`src/hw/rtl/uvsg_pkg.sv`:
```
// Shared types, constants and helper functions of the UV-sphere vertex generator.
package uvsg_pkg;

	localparam int CORDIC_STAGES_DEF = 16;
	localparam int MAX_DIVISIONS_DEF = 255;

	// One restoring step per quotient bit after the first.
	localparam int DIV_STEPS = 32;
	localparam int QUO_W     = DIV_STEPS + 1;

	localparam int XY_W = 34;
	localparam int Z_W  = 32;
	localparam int T_W  = 32;

	localparam logic signed [XY_W-1:0] CORDIC_GAIN = 34'sd652032874;
	localparam logic signed [XY_W-1:0] ONE_XY      = 34'sd1073741824;
	localparam logic signed [T_W-1:0]  HALF_PHASE  = 32'sd536870912;

	localparam int ADDR_W = 4;

	typedef enum logic [1:0] {
		REG_RADIUS = 2'd0,
		REG_STACKS = 2'd1,
		REG_SLICES = 2'd2
	} reg_idx_t;

	typedef struct packed {
		logic [15:0] radius;
		logic [7:0]  stack_count;
		logic [7:0]  slice_count;
	} cfg_t;

	typedef struct packed {
		logic [7:0]       rem;
		logic [7:0]       dvs;
		logic [QUO_W-1:0] quo;
	} div_t;

	typedef struct packed {
		logic signed [XY_W-1:0] x;
		logic signed [XY_W-1:0] y;
		logic signed [Z_W-1:0]  z;
		logic [1:0]             quad;
	} cordic_t;

	typedef struct packed {
		logic signed [T_W-1:0] cs;
		logic signed [T_W-1:0] sn;
	} trig_t;

	typedef struct packed {
		logic        quad_valid;
		logic [15:0] quad_first;
		logic [15:0] quad_second;
		logic [15:0] tex_u;
		logic [15:0] tex_v;
	} side_t;

	// Arctangent of 2^-k as a fraction of a full turn, 2^32 to the turn.
	function automatic logic signed [Z_W-1:0] atan_phase(input int k);
		case (k)
			0: return 32'sd536870912;
			1: return 32'sd316933406;
			2: return 32'sd167458907;
			3: return 32'sd85004756;
			4: return 32'sd42667331;
			5: return 32'sd21354465;
			6: return 32'sd10680862;
			7: return 32'sd5340245;
			8: return 32'sd2670163;
			9: return 32'sd1335087;
			10: return 32'sd667544;
			11: return 32'sd333772;
			12: return 32'sd166886;
			13: return 32'sd83443;
			14: return 32'sd41721;
			15: return 32'sd20860;
			16: return 32'sd10430;
			17: return 32'sd5215;
			18: return 32'sd2607;
			19: return 32'sd1303;
			20: return 32'sd651;
			21: return 32'sd325;
			22: return 32'sd162;
			23: return 32'sd81;
			default: return 32'sd0;
		endcase
	endfunction

endpackage

```
`src/hw/rtl/uvsg_div_cell.sv`:
```
// One restoring division step: doubles the remainder and emits one quotient bit.
module uvsg_div_cell import uvsg_pkg::*; (
	input  logic clk,
	input  logic en,
	input  div_t d,
	output div_t q
);

	logic [8:0] dbl;
	logic [8:0] diff;
	logic       ge;

	always_comb begin
		dbl  = {d.rem, 1'b0};
		diff = dbl - {1'b0, d.dvs};
		ge   = dbl >= {1'b0, d.dvs};
	end

	always_ff @(posedge clk) begin
		if (en) begin
			q.rem <= ge ? diff[7:0] : dbl[7:0];
			q.dvs <= d.dvs;
			q.quo <= {d.quo[QUO_W-2:0], ge};
		end
	end

endmodule

```
`config.mk`:
```
export PLATFORM = sky130hd
export DESIGN_NAME = uvsg_div_cell
export DESIGN_NICKNAME = d
export VERILOG_FILES = /design/src/hw/rtl/uvsg_pkg.sv /design/src/hw/rtl/uvsg_div_cell.sv
export SDC_FILE = /design/constraint.sdc
export NUM_CORES = 1
export LEC_CHECK = 0
export BUFFER_PORTS_ARGS = -buffer_cell sky130_fd_sc_hd__buf_2
export CAP_MARGIN = 30
export CORE_MARGIN = 1.5
export CORE_UTILIZATION = 48
export CTS_BUF_LIST = sky130_fd_sc_hd__clkbuf_4 sky130_fd_sc_hd__clkbuf_8 sky130_fd_sc_hd__clkbuf_16
export DETAILED_ROUTE_END_ITERATION = 8
export PLACE_DENSITY = 0.93
export SYNTH_ARGS = -nofsm -noshare
export SYNTH_HDL_FRONTEND = slang
export SYNTH_SLANG_ARGS = --single-unit
```
`constraint.sdc`:
```
create_clock -name clk -period 4.8 [get_ports clk]
set_clock_uncertainty 0.05 [all_clocks]
set_input_delay 0.96 -clock clk [delete_from_list [all_inputs] [get_ports clk]]
set_output_delay 0.96 -clock clk [all_outputs]
set_load 0.01 [all_outputs]
```
==> summary.txt <==
Power
  • Power per cell area: 362 mW/mm²
  • Power Internal: around 740 µW
  • Clk network pwr share: 0.291
  • Seq pwr share: 0.549
  • Net switching power: roughly 210 µW
  • Total Power: about 950 µW
  • Worst vdd ir: approximately 0.00014 V
  • Comb pwr share: 0.159
  • Switch share: 0.219
  • Leak Pwr: between 0.001 and 0.0015 µW

Global routing
  • Pin count of the biggest net entering global routing: 50
  • Gr usage total: 0.179
  • First-pass GRT wire length: 5.64 mm
  • Initial antenna violation count: 0
  • Vias in the first global route: 1230
  • Final global-route overflow total: 0

Drt
  • DR vias/cell: slightly below 5
  • DRC Markers: 0
  • Pre-antenna DRT Iters: 4
  • Vias: 1327
  • WL/cell: approximately 15 µm
  • Antenna Nets Post-Route: 0
  • Iteration-0 DRC Markers: 64
  • Total Wirelength: 4.01 mm

Timing
  • Fin crit period: 2.96 ns
  • Relative slew slack: 0.781
  • Fin Setup TNS: 0 ns
  • Count of final hold-check violations: 0
  • Achievable frequency: between 300 and 400 MHz
  • Final setup vio count: 0
  • Count of final max-slew check failures: 0
  • Worst-margin pin slew: 0.328 ns
  • Final period utilization: 0.617
  • Final WS setup: about 1.8 ns
  • RSZ-0062 raised after global routing: false

Logic synthesis
  • Top cell type's share of synthesized area: 0.750
  • Post-synthesis sequential area ratio: 0.750
  • Cells taking the most area after synthesis: edfxtp_1, ha_1, mux2_2, inv_1, xnor2_1
  • Most frequent cells after synthesis: edfxtp_1, inv_1, ha_1, mux2_2
  • Cells after Synth: about 120
  • Mapped Avg Cell Area: between 15 and 20 µm²
  • Post-synth EDFFs: just under 50
  • Post-Synthesis Net Count: between 150 and 200
  • Synthesized cell area: approximately 0.002 mm²
  • Synth unique cells: 29
  • Ys Warns: 0
  • Primary FF master, synth: edfxtp_1
  • FFs w/ async S/R, synth: 0
  • Post-synthesis register bit count: 49
  • Yosys top cell by area: edfxtp_1
  • Dominant cell by count in the synthesized netlist: edfxtp_1

Status
  • Status: finished clean

Worst setup path
  • Critical Path Start Type: primary input
  • WP data arrival: 2.95 ns
  • CP Capture Type: flop
  • CP max FO: 8
  • Critical path class: in2reg
  • Req. time, crit path: 4.79 ns

Clock network
  • Bufs on Longest Clock Path: 2
  • CTS buffer count: 5
  • H-tree Lvls: 2
  • Total setup buffers inserted after CTS: 0
  • CTS tree: done
  • Clock Pin Slew Worst Setup and Hold Paths: 0.08 ns
  • Post-cts resize count: 0
  • CTS Root Cell: clkbuf_8
  • Clock sinks: between 40 and 50
  • CTS Hold Bufs: 0

Run
  • Max_cap viols: 0

Layout
  • Fin cells: between 200 and 300
  • Area grow syn2layout: 34.2%
  • Diode count: 0
  • Reg with most FFs: q
  • Area occupied by multi-input gates: 434 µm²
  • Layout cells sized above 1: 0.502
  • Largest registers: q: 49 flops
  • Final instance area: 0.00263 mm²
  • # nets final: 280
  • Max reg flops: 49
  • Reg area: 0.00147 mm²
  • Filler Cells Inserted: 302

Placed design
  • Dpl hpwl: between 3 and 4 mm
  • Placer Congestion: between 0.8 and 0.9
  • Place WS: 1.54 ns
  • Cells after DPL: 262
  • Post-DP Area: ~0.0025 mm²
  • Port Buf Inserts: 98

Hold path
  • Worst Hold End: q[5]
  • Hold Path Class: in2reg
  • Hold_sp: d[4]
  • Worst Hold Depth: 1

Die
  • # IOs: 100
  • Die ar.: 0.00448 mm²
  • Initial Util: 0.494
  • Chip width: approximately 67 µm
  • Die H: between 60 and 70 µm
  • Cell Rows: 23
  • Core Box Area: 0.00397 mm²
## final cells by class
class / count / share of cell area
Clock buffer: 6 / 0.0290
Clock inverter: 2 / 0.0128
Inverter: 12 / 0.0171
Multi-Input combinational cell: 53 / 0.165
Sequential cell: 49 / 0.559
Tap cell: 50 / 0.0238
Timing Repair Buffer: 99 / 0.194
## power groups by stage
stage / Clock [µW] / Sequential, µW / Combinational, µW
2_1_floorplan: 0 / 557 / 52.2
3_3_place_gp: 0 / 533 / 143
3_5_place_dp: 0 / 535 / 150
4_1_cts: 286 / 525 / 151
5_1_grt: 301 / 528 / 166
6_report: 278 / 524 / 152
## metal layers
| metal | track usage | share of wire | vias up |
|---|---|---|---|
| li1 | - | - | 645 |
| met1 | 0.207 | 0.40 | 607 |
| met2 | 0.314 | 0.49 | 71 |
| met3 | 0.0557 | 0.097 | 4 |
| met4 | 0.0587 | 0.010 | 0 |
| met5 | 0 | 0 | - |
## cell families after synthesis
group / share of synthesized area
AOI/OAI and AO/OA: 0.0663
and+or+nand+nor: 0.0465
adders and majority gates: 0.0612
xor gates and xnor gates: 0.0134
buffers and inverters: 0.0293
DFF: 0.750
muxes: 0.0338
## worst max-delay path, cell delays in order
cell and delay (ns):
buf_2 0.12, inv_1 0.05, ha_1 0.30, ha_1 0.20
a21o_1 0.16, a21o_1 0.17, a211oi_1 0.23, o211a_1 0.37
mux2_2 0.39
## metrics by stage
stage | hold WS (ns) | util
2_1_floorplan | 1.01 | -
3_3_place_gp | 1.09 | 0.630
3_5_place_dp | 1.09 | 0.630
4_1_cts | 0.779 | 0.658
5_1_grt | 0.776 | 0.663
6_report | 0.791 | 0.663
## placed cells by master, fill, tap and decap left out, types with 2 or more instances in the layout
cell	n
a21oi_1	2
o21a_1	2
edfxtp_1	49
nor3_1	2
nor2_1	4
o31a_1	2
ha_1	8
nand2_1	2
clkbuf_8	5
nor2b_1	3
mux2_2	5
o21ai_0	4
a21o_1	3
buf_2	98
xnor2_1	3
inv_1	12
## worst max-delay path by stage
stage	slack (ns)	end	start	cells past startpoint
3_3_place_gp	1.57	q[47]	d[34]	9
6_report	1.84	q[45]	d[34]	9
3_5_place_dp	1.54	q[45]	d[34]	9
5_1_grt	1.78	q[45]	d[34]	9
4_1_cts	1.86	q[47]	d[34]	9
2_1_floorplan	1.90	q[43]	d[34]	9
Power figures use the tool's default switching activity.
