===== src/hw/rtl/uvsg_pkg.sv =====
// Shared types, constants and helper functions of the UV-sphere vertex generator.
package uvsg_pkg;

	localparam int CORDIC_STAGES_DEF = 16;
	localparam int MAX_DIVISIONS_DEF = 255;

	// One restoring step per quotient bit after the first.
	localparam int DIV_STEPS = 32;
	localparam int QUO_W     = DIV_STEPS + 1;

	localparam int XY_W = 34;
	localparam int Z_W  = 32;
	localparam int T_W  = 32;

	localparam logic signed [XY_W-1:0] CORDIC_GAIN = 34'sd652032874;
	localparam logic signed [XY_W-1:0] ONE_XY      = 34'sd1073741824;
	localparam logic signed [T_W-1:0]  HALF_PHASE  = 32'sd536870912;

	localparam int ADDR_W = 4;

	typedef enum logic [1:0] {
		REG_RADIUS = 2'd0,
		REG_STACKS = 2'd1,
		REG_SLICES = 2'd2
	} reg_idx_t;

	typedef struct packed {
		logic [15:0] radius;
		logic [7:0]  stack_count;
		logic [7:0]  slice_count;
	} cfg_t;

	typedef struct packed {
		logic [7:0]       rem;
		logic [7:0]       dvs;
		logic [QUO_W-1:0] quo;
	} div_t;

	typedef struct packed {
		logic signed [XY_W-1:0] x;
		logic signed [XY_W-1:0] y;
		logic signed [Z_W-1:0]  z;
		logic [1:0]             quad;
	} cordic_t;

	typedef struct packed {
		logic signed [T_W-1:0] cs;
		logic signed [T_W-1:0] sn;
	} trig_t;

	typedef struct packed {
		logic        quad_valid;
		logic [15:0] quad_first;
		logic [15:0] quad_second;
		logic [15:0] tex_u;
		logic [15:0] tex_v;
	} side_t;

	// Arctangent of 2^-k as a fraction of a full turn, 2^32 to the turn.
	function automatic logic signed [Z_W-1:0] atan_phase(input int k);
		case (k)
			0: return 32'sd536870912;
			1: return 32'sd316933406;
			2: return 32'sd167458907;
			3: return 32'sd85004756;
			4: return 32'sd42667331;
			5: return 32'sd21354465;
			6: return 32'sd10680862;
			7: return 32'sd5340245;
			8: return 32'sd2670163;
			9: return 32'sd1335087;
			10: return 32'sd667544;
			11: return 32'sd333772;
			12: return 32'sd166886;
			13: return 32'sd83443;
			14: return 32'sd41721;
			15: return 32'sd20860;
			16: return 32'sd10430;
			17: return 32'sd5215;
			18: return 32'sd2607;
			19: return 32'sd1303;
			20: return 32'sd651;
			21: return 32'sd325;
			22: return 32'sd162;
			23: return 32'sd81;
			default: return 32'sd0;
		endcase
	endfunction

endpackage


===== src/hw/rtl/uvsg_cfg_regs.sv =====
// APB-style register file holding radius, stack count and slice count.
module uvsg_cfg_regs import uvsg_pkg::*; (
	input  logic              clk,
	input  logic              arst_n,
	input  logic              psel,
	input  logic              penable,
	input  logic              pwrite,
	input  logic [ADDR_W-1:0] paddr,
	input  logic [31:0]       pwdata,
	output logic [31:0]       prdata,
	output logic              pready,
	output cfg_t              cfg
);

	reg_idx_t idx;
	logic     wr;

	assign idx    = reg_idx_t'(paddr[3:2]);
	assign wr     = psel & penable & pwrite;
	assign pready = 1'b1;

	always_ff @(posedge clk or negedge arst_n) begin
		if (!arst_n) begin
			cfg.radius      <= 16'd256;
			cfg.stack_count <= 8'd16;
			cfg.slice_count <= 8'd32;
		end else if (wr) begin
			case (idx)
				REG_RADIUS: cfg.radius <= pwdata[15:0];
				REG_STACKS: cfg.stack_count <= pwdata[7:0];
				REG_SLICES: cfg.slice_count <= pwdata[7:0];
				default: ;
			endcase
		end
	end

	always_comb begin
		case (idx)
			REG_RADIUS: prdata = {16'd0, cfg.radius};
			REG_STACKS: prdata = {24'd0, cfg.stack_count};
			REG_SLICES: prdata = {24'd0, cfg.slice_count};
			default: prdata = 32'd0;
		endcase
	end

endmodule


===== config.mk =====
export PLATFORM = sky130hd
export DESIGN_NAME = uvsg_cfg_regs
export DESIGN_NICKNAME = d
export VERILOG_FILES = /design/src/hw/rtl/uvsg_pkg.sv /design/src/hw/rtl/uvsg_cfg_regs.sv
export SDC_FILE = /design/constraint.sdc
export NUM_CORES = 1
export LEC_CHECK = 0
export BUFFER_PORTS_ARGS = -buffer_cell sky130_fd_sc_hd__buf_2
export CAP_MARGIN = 0
export CELL_PAD_IN_SITES_DETAIL_PLACEMENT = 1
export CELL_PAD_IN_SITES_GLOBAL_PLACEMENT = 1
export CORE_MARGIN = 8
export CORE_UTILIZATION = 33
export DETAILED_ROUTE_END_ITERATION = 6
export GPL_TIMING_DRIVEN = 0
export PLACE_DENSITY = 0.95
export SYNTH_ARGS = -nofsm -noshare
export SYNTH_HDL_FRONTEND = slang
export SYNTH_SLANG_ARGS = --single-unit

===== constraint.sdc =====
create_clock -name clk -period 2.5 [get_ports clk]
set_clock_uncertainty 0.05 [all_clocks]
set_input_delay 0.75 -clock clk [delete_from_list [all_inputs] [get_ports clk]]
set_output_delay 0.75 -clock clk [all_outputs]
set_load 0.02 [all_outputs]

==> impl_metrics.py <==
metrics = {
    "grt": {
        "grt_pass1_vias": 1413,
        "antenna_found_initial": 0,
        "grt_util_all_layers_pct": 13.1,
        "gr-total-overflow": 0,
        "grt_max_degree": 33,
        "grt_pass1_wl_um": 7450,
    },
    "worst_setup_path": {
        "critPathMaxFanout": 10,
        "path_class": "in2out",
        "cp.required_ps": 1700,
        "worstSetupStartpointType": "input port",
        "crit_path_end_kind": "output pin",
        "arrival_ps": 1630,
    },
    "cells_and_area": {
        "instances_no_fill": 285,
        "largest_register_ffs": 32,
        "nets": 258,
        "largest-register": "cfg",
        "drive_above_1_share_pct": 62.8,
        "synthToLayoutAreaGrowth_pct": 37.3,
        "antennaDiodeCount": 0,
        "reg_top3": "cfg: 32 flops",
    },
    "placement": {
        "place_hpwl_um": 3610,
        "port_buffers": 70,
        "dpl.cell_count": 277,
        "place_congestion": 0.651,
    },
    "logic_synthesis": {
        "synth_warnings": 0,
        "seq_area_frac_synth_pct": 50.1,
        "ys_ff_latch": 32,
        "syn-mean-instance-area_um2": 12.8,
        "ys_types": 17,
        "syn_inst": 125,
        "netlist_area_um2": 1610,
    },
    "cts": {
        "cts_buffers": 5,
        "cts_max_level": 2,
        "clock_sinks": 32,
        "cts_hold_buf": 0,
        "cts_tree": "done",
        "insertion_delay_ps": 270,
        "clock_path_buffers": 2,
        "cts_setup_buffers": 0,
        "cts_root_buf": "clkbuf_8",
        "cts.reportedPaths.clkPinSlew_ps": 60,
    },
    "floorplan": {
        "std_cell_rows": 25,
        "dieArea_um2": 7350,
        "die_width_um": 85.7,
        "start_util_pct": 34.0,
        "fp.dieH_um": 85.7,
        "ioPinCount": 106,
        "core-area_um2": 4720,
    },
    "timing": {
        "slew_violations": 0,
        "tightest_slew_ps": 722,
        "fin_crit_ps": 2430,
        "finalHoldViolCount": 0,
        "slew-limit-headroom_pct": 51.8,
        "setup_viol": 0,
        "fmax_mhz": 411,
        "grt_setup_unrepaired": "no",
        "holdWs_ps": 471,
        "period_share_pct": 97.3,
    },
    "drt": {
        "num_vias": 1233,
        "ant_nets": 0,
        "drt_pass1_iterations": 3,
        "vias_per_cell": 4.33,
        "post_drt_wl_per_cell_um": 16.3,
        "drc_errors": 0,
        "routed_wl_um": 4640,
        "drtIter0Drc": 18,
    },
    "worst_hold_path": {
        "hp-class": "reg2reg",
    },
    "power_and_ir_drop": {
        "power.density_nw_per_um2": 806,
        "ir_drop_uv": 300,
        "power_leakage_uw": 0.00115,
    },
    "job": {
        "cap_violations": 0,
    },
    "run_status": {
        "status": "complete, no violations",
    },
}
metrics by stage:
step | worst slack, ps | instance area, µm² | TNS, ps | power (µW) | utilization [%]
after global placement | -98.9 | 2100 | -985 | 1360 | 44.4
after global routing | 2.66 | 2200 | 0 | 1890 | 46.6
after detailed placement | -162 | 2100 | -2180 | 1390 | 44.4
after floorplan | 216 | 1660 | 0 | 1140 | -
final | 68.3 | 2200 | 0 | 1780 | 46.6
after CTS | 16.4 | 2190 | 0 | 1810 | 46.5
final timing paths:
check | from | endpoint | slack, ps | depth (start not counted)
worst max-delay path | paddr[3] | prdata[6] | 70 | 5
worst min-delay path | cfg[26] | cfg[26] | 470 | 1
worst max register to register | cfg[31] | cfg[31] | 1670 | 1
worst min register to register | cfg[26] | cfg[26] | 470 | 1
max in group asynchronous | arst_n | cfg[8] | 1460 | 1
min in group asynchronous | arst_n | cfg[21] | 480 | 1
layout make-up:
| type | count | area (µm²) |
|---|---|---|
| Timing Repair Buffer | 70 | 353 |
| Fill cell | 559 | 2520 |
| Tap cell | 67 | 83.8 |
| Sequential cell | 32 | 805 |
| Clock buffer | 8 | 90.1 |
| Multi-Input combinational cell | 87 | 706 |
| Buffer | 21 | 166 |
power breakdown:
part | internal, µW | switching (µW) | total, µW
clock network | 224 | 177 | 401
registers | 648 | 85.0 | 733
logic | 258 | 384 | 642
total | 1130 | 646 | 1780
cells by family (layout without fill, tap and decap cells):
| group | Yosys count | count (layout) | synth area share, % |
|---|---|---|---|
| AOI/OAI and AO/OA | 8 | 8 | 2.49 |
| muxes | 40 | 40 | 27.4 |
| and+or+nand+nor | 22 | 22 | 9.59 |
| other | 2 | 17 | 0.468 |
| DFF | 32 | 32 | 50.1 |
| buffers and inverters | 21 | 99 | 9.90 |
cells in the final DEF (no fill, tap or decap):
| cell | netlist | final |
|---|---|---|
| buf_4 | 17 | 19 |
| and2_1 | 8 | 8 |
| o21ai_0 | 8 | 8 |
| clkbuf_8 | 0 | 6 |
| conb_1 | 2 | 17 |
| nand2_1 | 8 | 8 |
| dfrtp_1 | 29 | 29 |
| nor2b_1 | 1 | 1 |
| mux2i_1 | 8 | 8 |
| nand3_2 | 1 | 1 |
| buf_8 | 0 | 1 |
| nor3b_4 | 2 | 2 |
| dfstp_2 | 3 | 3 |
| nor2_4 | 0 | 1 |
| nor3_4 | 1 | 1 |
| mux2_2 | 32 | 32 |
| buf_2 | 1 | 70 |
| clkbuf_1 | 1 | 2 |
| buf_6 | 2 | 1 |
worst max-delay path: stages:
cell and delay, ps:
buf_2 160, buf_8 190, mux2i_1 90, o21ai_0 220, buf_2 210
Yosys cell counts:
cell | n | area share [%]
mux2_2 | 32 | 22
dfrtp_1 | 29 | 45
buf_4 | 17 | 7.9
and2_1 | 8 | 3.1
mux2i_1 | 8 | 5.0
nand2_1 | 8 | 1.9
o21ai_0 | 8 | 2.5
dfstp_2 | 3 | 4.9
buf_6 | 2 | 1.4
conb_1 | 2 | 0.47
nor3b_4 | 2 | 2.3
buf_2 | 1 | 0.31
clkbuf_1 | 1 | 0.23
nand3_2 | 1 | 0.62
nor2_1 | 1 | 0.23
nor2b_1 | 1 | 0.39
nor3_4 | 1 | 1.0
timing repair:
| action | CTS | global route |
|---|---|---|
| resized for setup | 3 | 5 |
| pin swaps | 0 | 1 |
| setup endpoints to repair | 16 | 10 |
metal layers:
| layer | vias up | part of all wire [%] | global-route usage [%] |
|---|---|---|---|
| li1 | 584 | - | - |
| met1 | 603 | 38 | 13.4 |
| met2 | 44 | 54 | 23.8 |
| met3 | 2 | 7.1 | 4.97 |
| met4 | 0 | 0.78 | 4.30 |
| met5 | - | 0 | 0 |
No activity file was read; power rests on OpenSTA's default activity.
