## config.mk

```make
export PLATFORM = sky130hd
export DESIGN_NAME = uvsg_cordic_cell
export DESIGN_NICKNAME = d
export VERILOG_FILES = /design/src/hw/rtl/uvsg_pkg.sv /design/src/hw/rtl/uvsg_cordic_cell.sv
export SDC_FILE = /design/constraint.sdc
export NUM_CORES = 1
export LEC_CHECK = 0
export ABC_AREA = 1
export BUFFER_PORTS_ARGS = -buffer_cell sky130_fd_sc_hd__buf_2
export CAP_MARGIN = 30
export CORE_MARGIN = 2
export CORE_UTILIZATION = 50
export DETAILED_ROUTE_END_ITERATION = 8
export PLACE_DENSITY_LB_ADDON = 0.05
export SLEW_MARGIN = 20
export SYNTH_ARGS = -nofsm -noshare
export SYNTH_HDL_FRONTEND = slang
export SYNTH_SLANG_ARGS = --single-unit
```

## constraint.sdc

```tcl
create_clock -name clk -period 1.63 [get_ports clk]
set_input_delay 0 -clock clk [delete_from_list [all_inputs] [get_ports clk]]
set_output_delay 0 -clock clk [all_outputs]
set_load 0.05 [all_outputs]
```

## src/hw/rtl/uvsg_pkg.sv

```systemverilog
// Shared types, constants and helper functions of the UV-sphere vertex generator.
package uvsg_pkg;

	localparam int CORDIC_STAGES_DEF = 16;
	localparam int MAX_DIVISIONS_DEF = 255;

	// One restoring step per quotient bit after the first.
	localparam int DIV_STEPS = 32;
	localparam int QUO_W     = DIV_STEPS + 1;

	localparam int XY_W = 34;
	localparam int Z_W  = 32;
	localparam int T_W  = 32;

	localparam logic signed [XY_W-1:0] CORDIC_GAIN = 34'sd652032874;
	localparam logic signed [XY_W-1:0] ONE_XY      = 34'sd1073741824;
	localparam logic signed [T_W-1:0]  HALF_PHASE  = 32'sd536870912;

	localparam int ADDR_W = 4;

	typedef enum logic [1:0] {
		REG_RADIUS = 2'd0,
		REG_STACKS = 2'd1,
		REG_SLICES = 2'd2
	} reg_idx_t;

	typedef struct packed {
		logic [15:0] radius;
		logic [7:0]  stack_count;
		logic [7:0]  slice_count;
	} cfg_t;

	typedef struct packed {
		logic [7:0]       rem;
		logic [7:0]       dvs;
		logic [QUO_W-1:0] quo;
	} div_t;

	typedef struct packed {
		logic signed [XY_W-1:0] x;
		logic signed [XY_W-1:0] y;
		logic signed [Z_W-1:0]  z;
		logic [1:0]             quad;
	} cordic_t;

	typedef struct packed {
		logic signed [T_W-1:0] cs;
		logic signed [T_W-1:0] sn;
	} trig_t;

	typedef struct packed {
		logic        quad_valid;
		logic [15:0] quad_first;
		logic [15:0] quad_second;
		logic [15:0] tex_u;
		logic [15:0] tex_v;
	} side_t;

	// Arctangent of 2^-k as a fraction of a full turn, 2^32 to the turn.
	function automatic logic signed [Z_W-1:0] atan_phase(input int k);
		case (k)
			0: return 32'sd536870912;
			1: return 32'sd316933406;
			2: return 32'sd167458907;
			3: return 32'sd85004756;
			4: return 32'sd42667331;
			5: return 32'sd21354465;
			6: return 32'sd10680862;
			7: return 32'sd5340245;
			8: return 32'sd2670163;
			9: return 32'sd1335087;
			10: return 32'sd667544;
			11: return 32'sd333772;
			12: return 32'sd166886;
			13: return 32'sd83443;
			14: return 32'sd41721;
			15: return 32'sd20860;
			16: return 32'sd10430;
			17: return 32'sd5215;
			18: return 32'sd2607;
			19: return 32'sd1303;
			20: return 32'sd651;
			21: return 32'sd325;
			22: return 32'sd162;
			23: return 32'sd81;
			default: return 32'sd0;
		endcase
	endfunction

endpackage

```

## src/hw/rtl/uvsg_cordic_cell.sv

```systemverilog
// One CORDIC rotation step with a fixed shift, registered.
module uvsg_cordic_cell import uvsg_pkg::*; #(
	parameter int SHIFT = 0
) (
	input  logic    clk,
	input  logic    en,
	input  cordic_t d,
	output cordic_t q
);

	logic signed [XY_W-1:0] dx;
	logic signed [XY_W-1:0] dy;
	logic signed [Z_W-1:0]  ang;

	always_comb begin
		dx  = d.x >>> SHIFT;
		dy  = d.y >>> SHIFT;
		ang = atan_phase(SHIFT);
	end

	always_ff @(posedge clk) begin
		if (en) begin
			if (!d.z[Z_W-1]) begin
				q.x <= d.x - dy;
				q.y <= d.y + dx;
				q.z <= d.z - ang;
			end else begin
				q.x <= d.x + dy;
				q.y <= d.y - dx;
				q.z <= d.z + ang;
			end
			q.quad <= d.quad;
		end
	end

endmodule

```

==> run_results.csv, run 1 <==
group,metric,value,unit
placement,numPortBuffers,205,
grt,antenna_found_initial,1,
cells_and_area,reg.largest.list,"q: 101 flops",
sta,tightest_slew,0.5106,ns
floorplan,pin_count,206,
setup_path,cp_slowest_stage_delay,0.45,ns
logic_synthesis,synth_commonest_cells,"443 x nand2_1, 242 x inv_1, 161 x nand3_1, 112 x a21oi_1, 112 x nor2_1",
sta,rsz0062_at_grt,"yes",
status,outcome,"finished with violations",
route,routed_wl,40820,um
grt,grt_pass1_vias,11820,
cells_and_area,fin_util,75.65,%
clock_tree,htreeDepth,3,
logic_synthesis,postSynthAreaPerCell,6.763,um^2
sta,timing.final.ws_setup,-0.01496,ns
logic_synthesis,async_flop_share,0,%
logic_synthesis,syn-num-nets,1767,
setup_path,cp_common_cell,"nand2_1",
route,wl_per_cell,17.35,um
route,drt_first_pass_iters,6,
status,violations,"negative setup slack",
route,ant_nets,0,
setup_path,crit_type,"in -> reg",
clock_tree,clk_pin_slew,0.09,ns
clock_tree,cts_tree,"built",
cells_and_area,fillers,1570,
setup_path,crit_chain,"buf_8 -> inv_4 -> ha_4 -> fa_2 -> inv_2 -> nand2_1 -> o211ai_1 -> nand2_1 -> nand2_4 -> nand2_2 -> nand2_1 -> nand2_1 -> nand3_1 -> nand2_1",
logic_synthesis,ys_top_cells_by_area,"edfxtp_1 29%, nand2_1 16%, ha_1 12%, inv_1 8.6%, nand3_1 7.6%",
route,route.detailed.drc,0,
setup_path,cp_top_family,"simple AND/OR/NAND/NOR gates",
grt,overflow,0,
grt,grt_pass1_wl,59440,um
setup_path,cpMaxStageDelayCell,"fa_2",
setup_path,critPathLaunchType,"input port",
setup_path,endpoint_kind,"flip-flop",
logic_synthesis,ys_warn_count,0,
power_and_ir_drop,power,11.74,mW
sta,hold_viol,0,
logic_synthesis,ys_seq_area_share,28.75,%
floorplan,dieArea,22280,um^2
logic_synthesis,syn_inst,1560,
power_and_ir_drop,pwr_density_cell,743.1,nW/um^2
logic_synthesis,synth_edf_count,101,
cells_and_area,n_antenna_cell,0,
power_and_ir_drop,vdd_drop_max,0.4679,mV
sta,setup_viol,1,
clock_tree,cts_buffers,9,
cells_and_area,top_register,"q",
clock_tree,root_buffer,"clkbuf_16",
cells_and_area,multiInputGateArea,7410,um^2
cells_and_area,layout.nets,2281,
logic_synthesis,synth_area,10550,um^2
cells_and_area,drive_gt1_share,38.84,%
floorplan,rows,53,
logic_synthesis,ys.flop_type,"edfxtp_1",
logic_synthesis,yosysTopAreaCell,"edfxtp_1",
placement,gp_congestion,0.9533,
grt,grt_max_degree,60,
sta,finalCriticalPeriod,1.645,ns
power_and_ir_drop,p_leak,7.966,nW
placement,pre_cts_slack,-0.5120,ns
grt,grt_usage,34.37,%
placement,dp_hpwl,31670,um
logic_synthesis,yosysMostFrequentCell,"nand2_1",
cells_and_area,syn_to_final_growth,49.77,%
floorplan,start_util,50.51,%
logic_synthesis,synthDistinctLibCells,44,
route,vias,12720,
floorplan,die_h,149.3,um
logic_synthesis,ys_seq_elements,101,
floorplan,die-width,149.3,um
cells_and_area,largest_reg_flops,101,
clock_tree,clock_sinks,101,
sta,drv_slew,0,
job,max-cap-violations,0,
sta,max_slew_margin,65.85,%
min_path,hp-class,"in -> reg",
clock_tree,cts_buffer_depth,2,
setup_path,path_buf_inv,3,
sta,period_share,100.9,%
route,via_per_inst,5.405,
setup_path,cp.required,1.76,ns
sta,max_freq,607.9,MHz
route,drt_iter0_drc,981,
floorplan,core_area,20890,um^2
logic_synthesis,yosys.area.top_type_share,28.75,%
setup_path,cp_max_fo,4,
setup_path,arrival,1.78,ns
cells_and_area,seq_area,3033,um^2
[power by group]
group	internal (mW)	leakage (nW)	switching (mW)	total [mW]
Clock	1.07	0.136	1.16	2.22
Combinational	2.22	6.84	3.95	6.17
Sequential	3.26	0.987	0.0890	3.35
Total	6.54	7.97	5.20	11.7
[timing repair]
| item | CTS | global route |
|---|---|---|
| pin swaps | 5 | 56 |
| hold buffers | 32 | 0 |
| setup buffers | 3 | 23 |
| resized for setup | 49 | 264 |
| endpoints found under the setup margin | 42 | 51 |
| hold endpoints to repair | 32 | 0 |
[routing by layer]
metal / vias to the layer above / GRT usage (%) / wire (um)
met2: 667 / 55.58 / 18270
met3: 128 / 3.058 / 3264
met5: - / 0 / 13
met4: 2 / 11.71 / 1629
met1: 5846 / 48.41 / 17640
li1: 6075 / - / -
[layout by cell type (no fill, tap or decap), types with 4 or more instances in the layout]
cell,count
ha_1,66
o21bai_1,14
inv_1,224
nand3_1,149
o21ai_2,7
nand2_1,394
o22ai_1,4
nor2_4,14
nand2_2,51
nor3_2,7
xor2_1,22
a21oi_4,4
buf_6,6
buf_2,201
a21o_1,4
nand2_4,11
nor2_2,44
nor3_1,4
o21ai_0,58
o21ai_1,27
ha_2,8
ha_4,25
edfxtp_1,101
buf_4,301
inv_2,22
or2_2,4
nor2_1,67
nand3_2,12
a21oi_1,72
dlygate4sd3_1,32
buf_12,6
clkbuf_16,9
nand4_1,14
a21oi_2,43
[cell families (layout without fill, tap and decap cells)]
| family | Yosys count | in the layout | synth area share [%] |
|---|---|---|---|
| compound gates | 246 | 246 | 12.78 |
| xor+xnor | 26 | 26 | 2.158 |
| fa+ha+maj | 103 | 103 | 12.50 |
| buf+inv | 292 | 810 | 11.53 |
| flops | 101 | 101 | 28.75 |
| mux | 1 | 1 | 0.09488 |
| simple gates | 791 | 791 | 32.19 |
[stage by stage]
step / hold WS (ns) / area [um^2] / TNS (ns) / std cells
floorplan: 0.09887 / 10560 / 0 / 1560
detailed placement: 0.1783 / 13860 / -23.64 / 2281
finish: 0.01778 / 15800 / -0.01496 / 2353
CTS: 0.02014 / 14660 / -0.05031 / 2331
global placement: 0.1761 / 13860 / -21.60 / 2281
global route: 0.02367 / 15800 / -0.7904 / 2353
[path summary, 6_finish.rpt]
check / endpoint / slack, ns / depth (start not counted) / from
min: q[32] / 0.02 / 2 / d[32]
max: q[98] / -0.01 / 14 / d[68]
[layout make-up]
cell class / count / share of cell area [%]
multi-input cells: 1167 / 46.89
repair buffers: 548 / 24.07
flip-flops and latches: 101 / 19.19
inverters: 247 / 5.883
well taps: 275 / 2.178
clock buffers: 9 / 1.425
clock inverters: 6 / 0.3563
(Power assumes the default switching activity.)
==> run 2: changes to the inputs <==
- RECOVER_POWER: not set -> 50
- REMOVE_ABC_BUFFERS: not set -> 1
- clock period: 1.63 -> 1.8 ns (I/O delays scaled with it)
==> run_results.csv, run 2 (same netlist as run 1, synthesis figures left out) <==
group,metric,value,unit
clock_tree,cts_buffers,9,
grt,overflow,0,
power_and_ir_drop,pwr-share-clk,20.0,%
route,drt_first_pass_iters,5,
floorplan,die-width,149.3,um
clock_tree,root_buffer,"clkbuf_16",
job,max-cap-violations,0,
cells_and_area,multiInputGateArea,6555,um^2
sta,hold_viol,0,
floorplan,rows,53,
power_and_ir_drop,swShare,43.88,%
route,routed_wl,39030,um
grt,antenna_found_initial,0,
sta,period_share,96.94,%
floorplan,core_area,20890,um^2
cells_and_area,syn_to_final_growth,40.10,%
min_path,whs_endpoint,"q[68]",
sta,finalCriticalPeriod,1.745,ns
sta,tightest_slew,1.219,ns
power_and_ir_drop,intPower,5.723,mW
cells_and_area,seq_area,3033,um^2
route,vias,12250,
floorplan,start_util,50.51,%
setup_path,arrival,1.85,ns
sta,setup_viol,0,
floorplan,pin_count,206,
cells_and_area,final_cell_mix,"429 x nand2_1, 300 x buf_4, 240 x inv_1",
min_path,hold_depth,3,
cells_and_area,layout.nets,2275,
clock_tree,htreeDepth,3,
grt,grt_max_degree,59,
power_and_ir_drop,pwr_density_cell,690.0,nW/um^2
grt,grt_usage,34.58,%
status,outcome,"completed",
cells_and_area,fillers,1795,
placement,numPortBuffers,205,
power_and_ir_drop,p_leak,7.689,nW
sta,max_slew_margin,18.72,%
power_and_ir_drop,p_seq_share,29.7,%
cells_and_area,largest_reg_flops,101,
floorplan,die_h,149.3,um
route,drt_iter0_drc,886,
sta,drv_slew,0,
grt,grt_pass1_vias,11780,
setup_path,cp.required,1.91,ns
setup_path,crit_type,"in -> reg",
sta,timing.final.ws_setup,0.05512,ns
route,via_per_inst,5.221,
clock_tree,clock_sinks,101,
cells_and_area,final_common_cell,"nand2_1",
cells_and_area,drive_gt1_share,30.45,%
power_and_ir_drop,power,10.20,mW
setup_path,cp_max_fo,6,
placement,pre_cts_slack,-0.4259,ns
sta,max_freq,573.1,MHz
cells_and_area,n_antenna_cell,0,
clock_tree,cts_tree,"built",
clock_tree,cts_buffer_depth,2,
placement,gp_congestion,0.9763,
sta,rsz0062_at_grt,"yes",
cells_and_area,reg.largest.list,"q: 101 flops",
power_and_ir_drop,p_sw,4.475,mW
route,ant_nets,0,
power_and_ir_drop,vdd_drop_max,0.4898,mV
placement,dp_hpwl,32010,um
power_and_ir_drop,pwr-share-comb,50.3,%
route,wl_per_cell,16.63,um
route,route.detailed.drc,0,
setup_path,endpoint_kind,"flip-flop",
clock_tree,clk_pin_slew,0.08,ns
floorplan,dieArea,22280,um^2
min_path,hp-class,"in -> reg",
cells_and_area,top_register,"q",
min_path,hold_start,"d[68]",
setup_path,critPathLaunchType,"input port",
grt,grt_pass1_wl,59510,um
## run 2: how the worst max path moves through the flow
stage | from | endpoint | slack (ns) | cells after the start
4_1_cts | d[34] | q[66] | 0.008 | 14
3_5_place_dp | d[34] | q[66] | -0.43 | 14
3_3_place_gp | d[34] | q[100] | -0.38 | 14
2_1_floorplan | d[33] | q[32] | -0.05 | 2
6_report | d[44] | q[63] | 0.06 | 13
5_1_grt | d[49] | q[63] | -0.006 | 14
## run 2: metal layers
metal,global-route usage [%],up-vias,routed length [um]
li1,-,6064,-
met1,46.71,5576,17080
met2,57.21,528,17640
met3,3.853,86,2942
met4,12.81,0,1371
met5,0,-,0
## run 2: layout make-up
class                   count  share of cell area [%]
repair buffers            542                   24.63
clock inverters             6                  0.3809
well taps                 275                   2.328
inverters                 247                   6.273
flip-flops and latches    101                   20.52
multi-input cells        1167                   44.35
clock buffers               9                   1.524
## run 2: timing repair
| item | in CTS | in global routing |
|---|---|---|
| setup buffers | 0 | 0 |
| hold endpoints to repair | 33 | 0 |
| setup endpoints to repair | 9 | 49 |
| pin swaps | 0 | 7 |
| gates resized for setup | 4 | 77 |
| hold buffers | 33 | 0 |
| gates cloned | 0 | 0 |
## run 2: worst max-delay path: stages
cell and delay [ns]:
buf_2 0.10, inv_1 0.04, ha_2 0.38, buf_4 0.16, nand2_2 0.08, nor2_2 0.19
nand2_1 0.15, o21ai_2 0.30, nand2_1 0.13, nand2_1 0.08, nand2_1 0.07, nand3_1 0.09
nand2_1 0.08
## run 2: power groups by stage
| stage | Combinational, mW | Clock [mW] | Sequential (mW) |
|---|---|---|---|
| finish | 5.13 | 2.04 | 3.03 |
| global route | 5.51 | 2.11 | 3.06 |
| CTS | 4.97 | 2.05 | 3.03 |
| detailed placement | 4.89 | 0 | 3.08 |
| global placement | 4.81 | 0 | 3.07 |
| floorplan | 1.84 | 0 | 4.10 |
## run 2: metrics by stage
stage | instances | hold WS, ns | util [%] | TNS (ns) | instance area [um^2]
after floorplan | 1515 | 0.09887 | - | -0.04642 | 10260
after global placement | 2299 | 0.1759 | 66.74 | -15.34 | 13940
after detailed placement | 2299 | 0.1781 | 66.74 | -17.21 | 13940
after CTS | 2347 | 0.03045 | 69.74 | 0 | 14570
after global routing | 2347 | 0.1130 | 70.76 | -0.01194 | 14780
final | 2347 | 0.08164 | 70.76 | 0 | 14780
==> run 3: changes to the inputs <==
- PLACE_DENSITY: not set -> 0.73
- PLACE_DENSITY_LB_ADDON: 0.05 -> not set
==> run_results.csv, run 3 (same netlist as run 1, synthesis figures left out) <==
group,metric,value,unit
status,outcome,"completed",
setup_path,cp.required,1.92,ns
clock_tree,clock_sinks,101,
floorplan,die_h,149.3,um
route,routed_wl,39000,um
setup_path,endpoint_kind,"flip-flop",
grt,grt_max_degree,59,
grt,grt_pass1_wl,59840,um
setup_path,critPathLaunchType,"input port",
power_and_ir_drop,p_leak,7.595,nW
floorplan,core_area,20890,um^2
floorplan,rows,53,
route,vias,12250,
sta,hold_viol,0,
clock_tree,cts_buffer_depth,2,
grt,antenna_found_initial,0,
cells_and_area,reg.largest.list,"q: 101 flops",
route,route.detailed.drc,0,
sta,drv_slew,0,
sta,rsz0062_at_grt,"yes",
min_path,hold_start,"d[68]",
cells_and_area,n_antenna_cell,0,
setup_path,arrival,1.87,ns
cells_and_area,final_cell_mix,"435 x nand2_1, 275 x buf_4, 241 x inv_1",
grt,grt_pass1_vias,11840,
cells_and_area,syn_to_final_growth,38.33,%
placement,dp_cells,2275,
setup_path,crit_type,"in -> reg",
placement,dp_hpwl,31610,um
setup_path,cp_max_fo,6,
grt,overflow,0,
cells_and_area,drive_gt1_share,28.84,%
route,drt_iter0_drc,946,
sta,finalCriticalPeriod,1.749,ns
job,max-cap-violations,0,
placement,dpl_cell_area,13790,um^2
grt,grt_usage,34.77,%
clock_tree,cts_buffers,9,
cells_and_area,final_cells,2324,
grt,met1_usage,47.94,%
cells_and_area,final_common_cell,"nand2_1",
floorplan,pin_count,206,
sta,max_slew_margin,6.754,%
sta,max_freq,571.7,MHz
route,via_per_inst,5.272,
placement,numPortBuffers,205,
setup_path,startpoint,"d[43]",
sta,tightest_slew,1.399,ns
cells_and_area,final_cell_area,14590,um^2
floorplan,die-width,149.3,um
sta,finalSetupTns,0,ns
power_and_ir_drop,pwr_density_cell,709.5,nW/um^2
floorplan,dieArea,22280,um^2
cells_and_area,top_register,"q",
clock_tree,clk_pin_slew,0.08,ns
route,drt_first_pass_iters,5,
floorplan,start_util,50.51,%
power_and_ir_drop,vdd_drop_max,0.5392,mV
route,ant_nets,0,
grt,met3_usage,2.783,%
clock_tree,cts_tree,"built",
min_path,hp-class,"in -> reg",
cells_and_area,largest_reg_flops,101,
sta,setup_viol,0,
power_and_ir_drop,power,10.36,mW
clock_tree,root_buffer,"clkbuf_16",
cells_and_area,layout.nets,2251,
grt,grt-busiest-layer,"met2",
grt,grt_use_met2,57.30,%
sta,period_share,97.17,%
route,wl_per_cell,16.78,um
placement,gp_congestion,0.9878,
clock_tree,htreeDepth,3,
cells_and_area,fillers,1866,
## run 3: layer usage
layer,part of all wire (%),vias up
met5,0,-
met4,3.3,0
met3,5.9,74
met2,45,505
met1,45,5653
li1,-,6019
## run 3: final cells by class
class / count / area, um^2 / share of cell area [%]
inverter: 247 / 927.1 / 6.353
clock inverter: 7 / 102.6 / 0.7030
multi-input combinational: 1167 / 6490 / 44.47
tap: 275 / 344.1 / 2.358
clock buffer: 9 / 225.2 / 1.543
sequential: 101 / 3033 / 20.78
timing repair buffer: 518 / 3472 / 23.79
## run 3: where the power goes
| part | switching, mW | internal [mW] |
|---|---|---|
| Clock | 1.14 | 1.14 |
| Combinational | 3.30 | 1.76 |
| Sequential | 0.0733 | 2.95 |
| Total | 4.51 | 5.85 |
## run 3: worst paths after layout
path	to	slack [ns]	depth (start not counted)
min	q[68]	0.09	3
max	q[97]	0.05	14
## run 3: metrics by stage
stage / utilization (%) / worst slack (ns) / hold slack, ns
finish: 69.87 / 0.05088 / 0.08697
global route: 69.87 / -0.07213 / 0.1024
CTS: 69.15 / 0.01620 / 0.04916
detailed placement: 66.00 / -0.3696 / 0.1787
global placement: 66.00 / -0.3769 / 0.1765
floorplan: - / -0.04642 / 0.09887
## run 3: critical path: stages
cell,delay (ns)
buf_2,0.11
inv_1,0.05
ha_1,0.38
buf_4,0.19
nor2_1,0.19
nand2_1,0.10
inv_1,0.10
nand3_1,0.10
nand2_1,0.16
nand2_1,0.16
nand2_1,0.11
nand2_1,0.07
nand3_1,0.07
nand2_1,0.07
## run 3: repair_timing
item,CTS,global route
buffers inserted,0,0
hold buffers,33,0
endpoints found under the hold margin,33,0
endpoints found under the setup margin,0,50
resized for setup,0,63
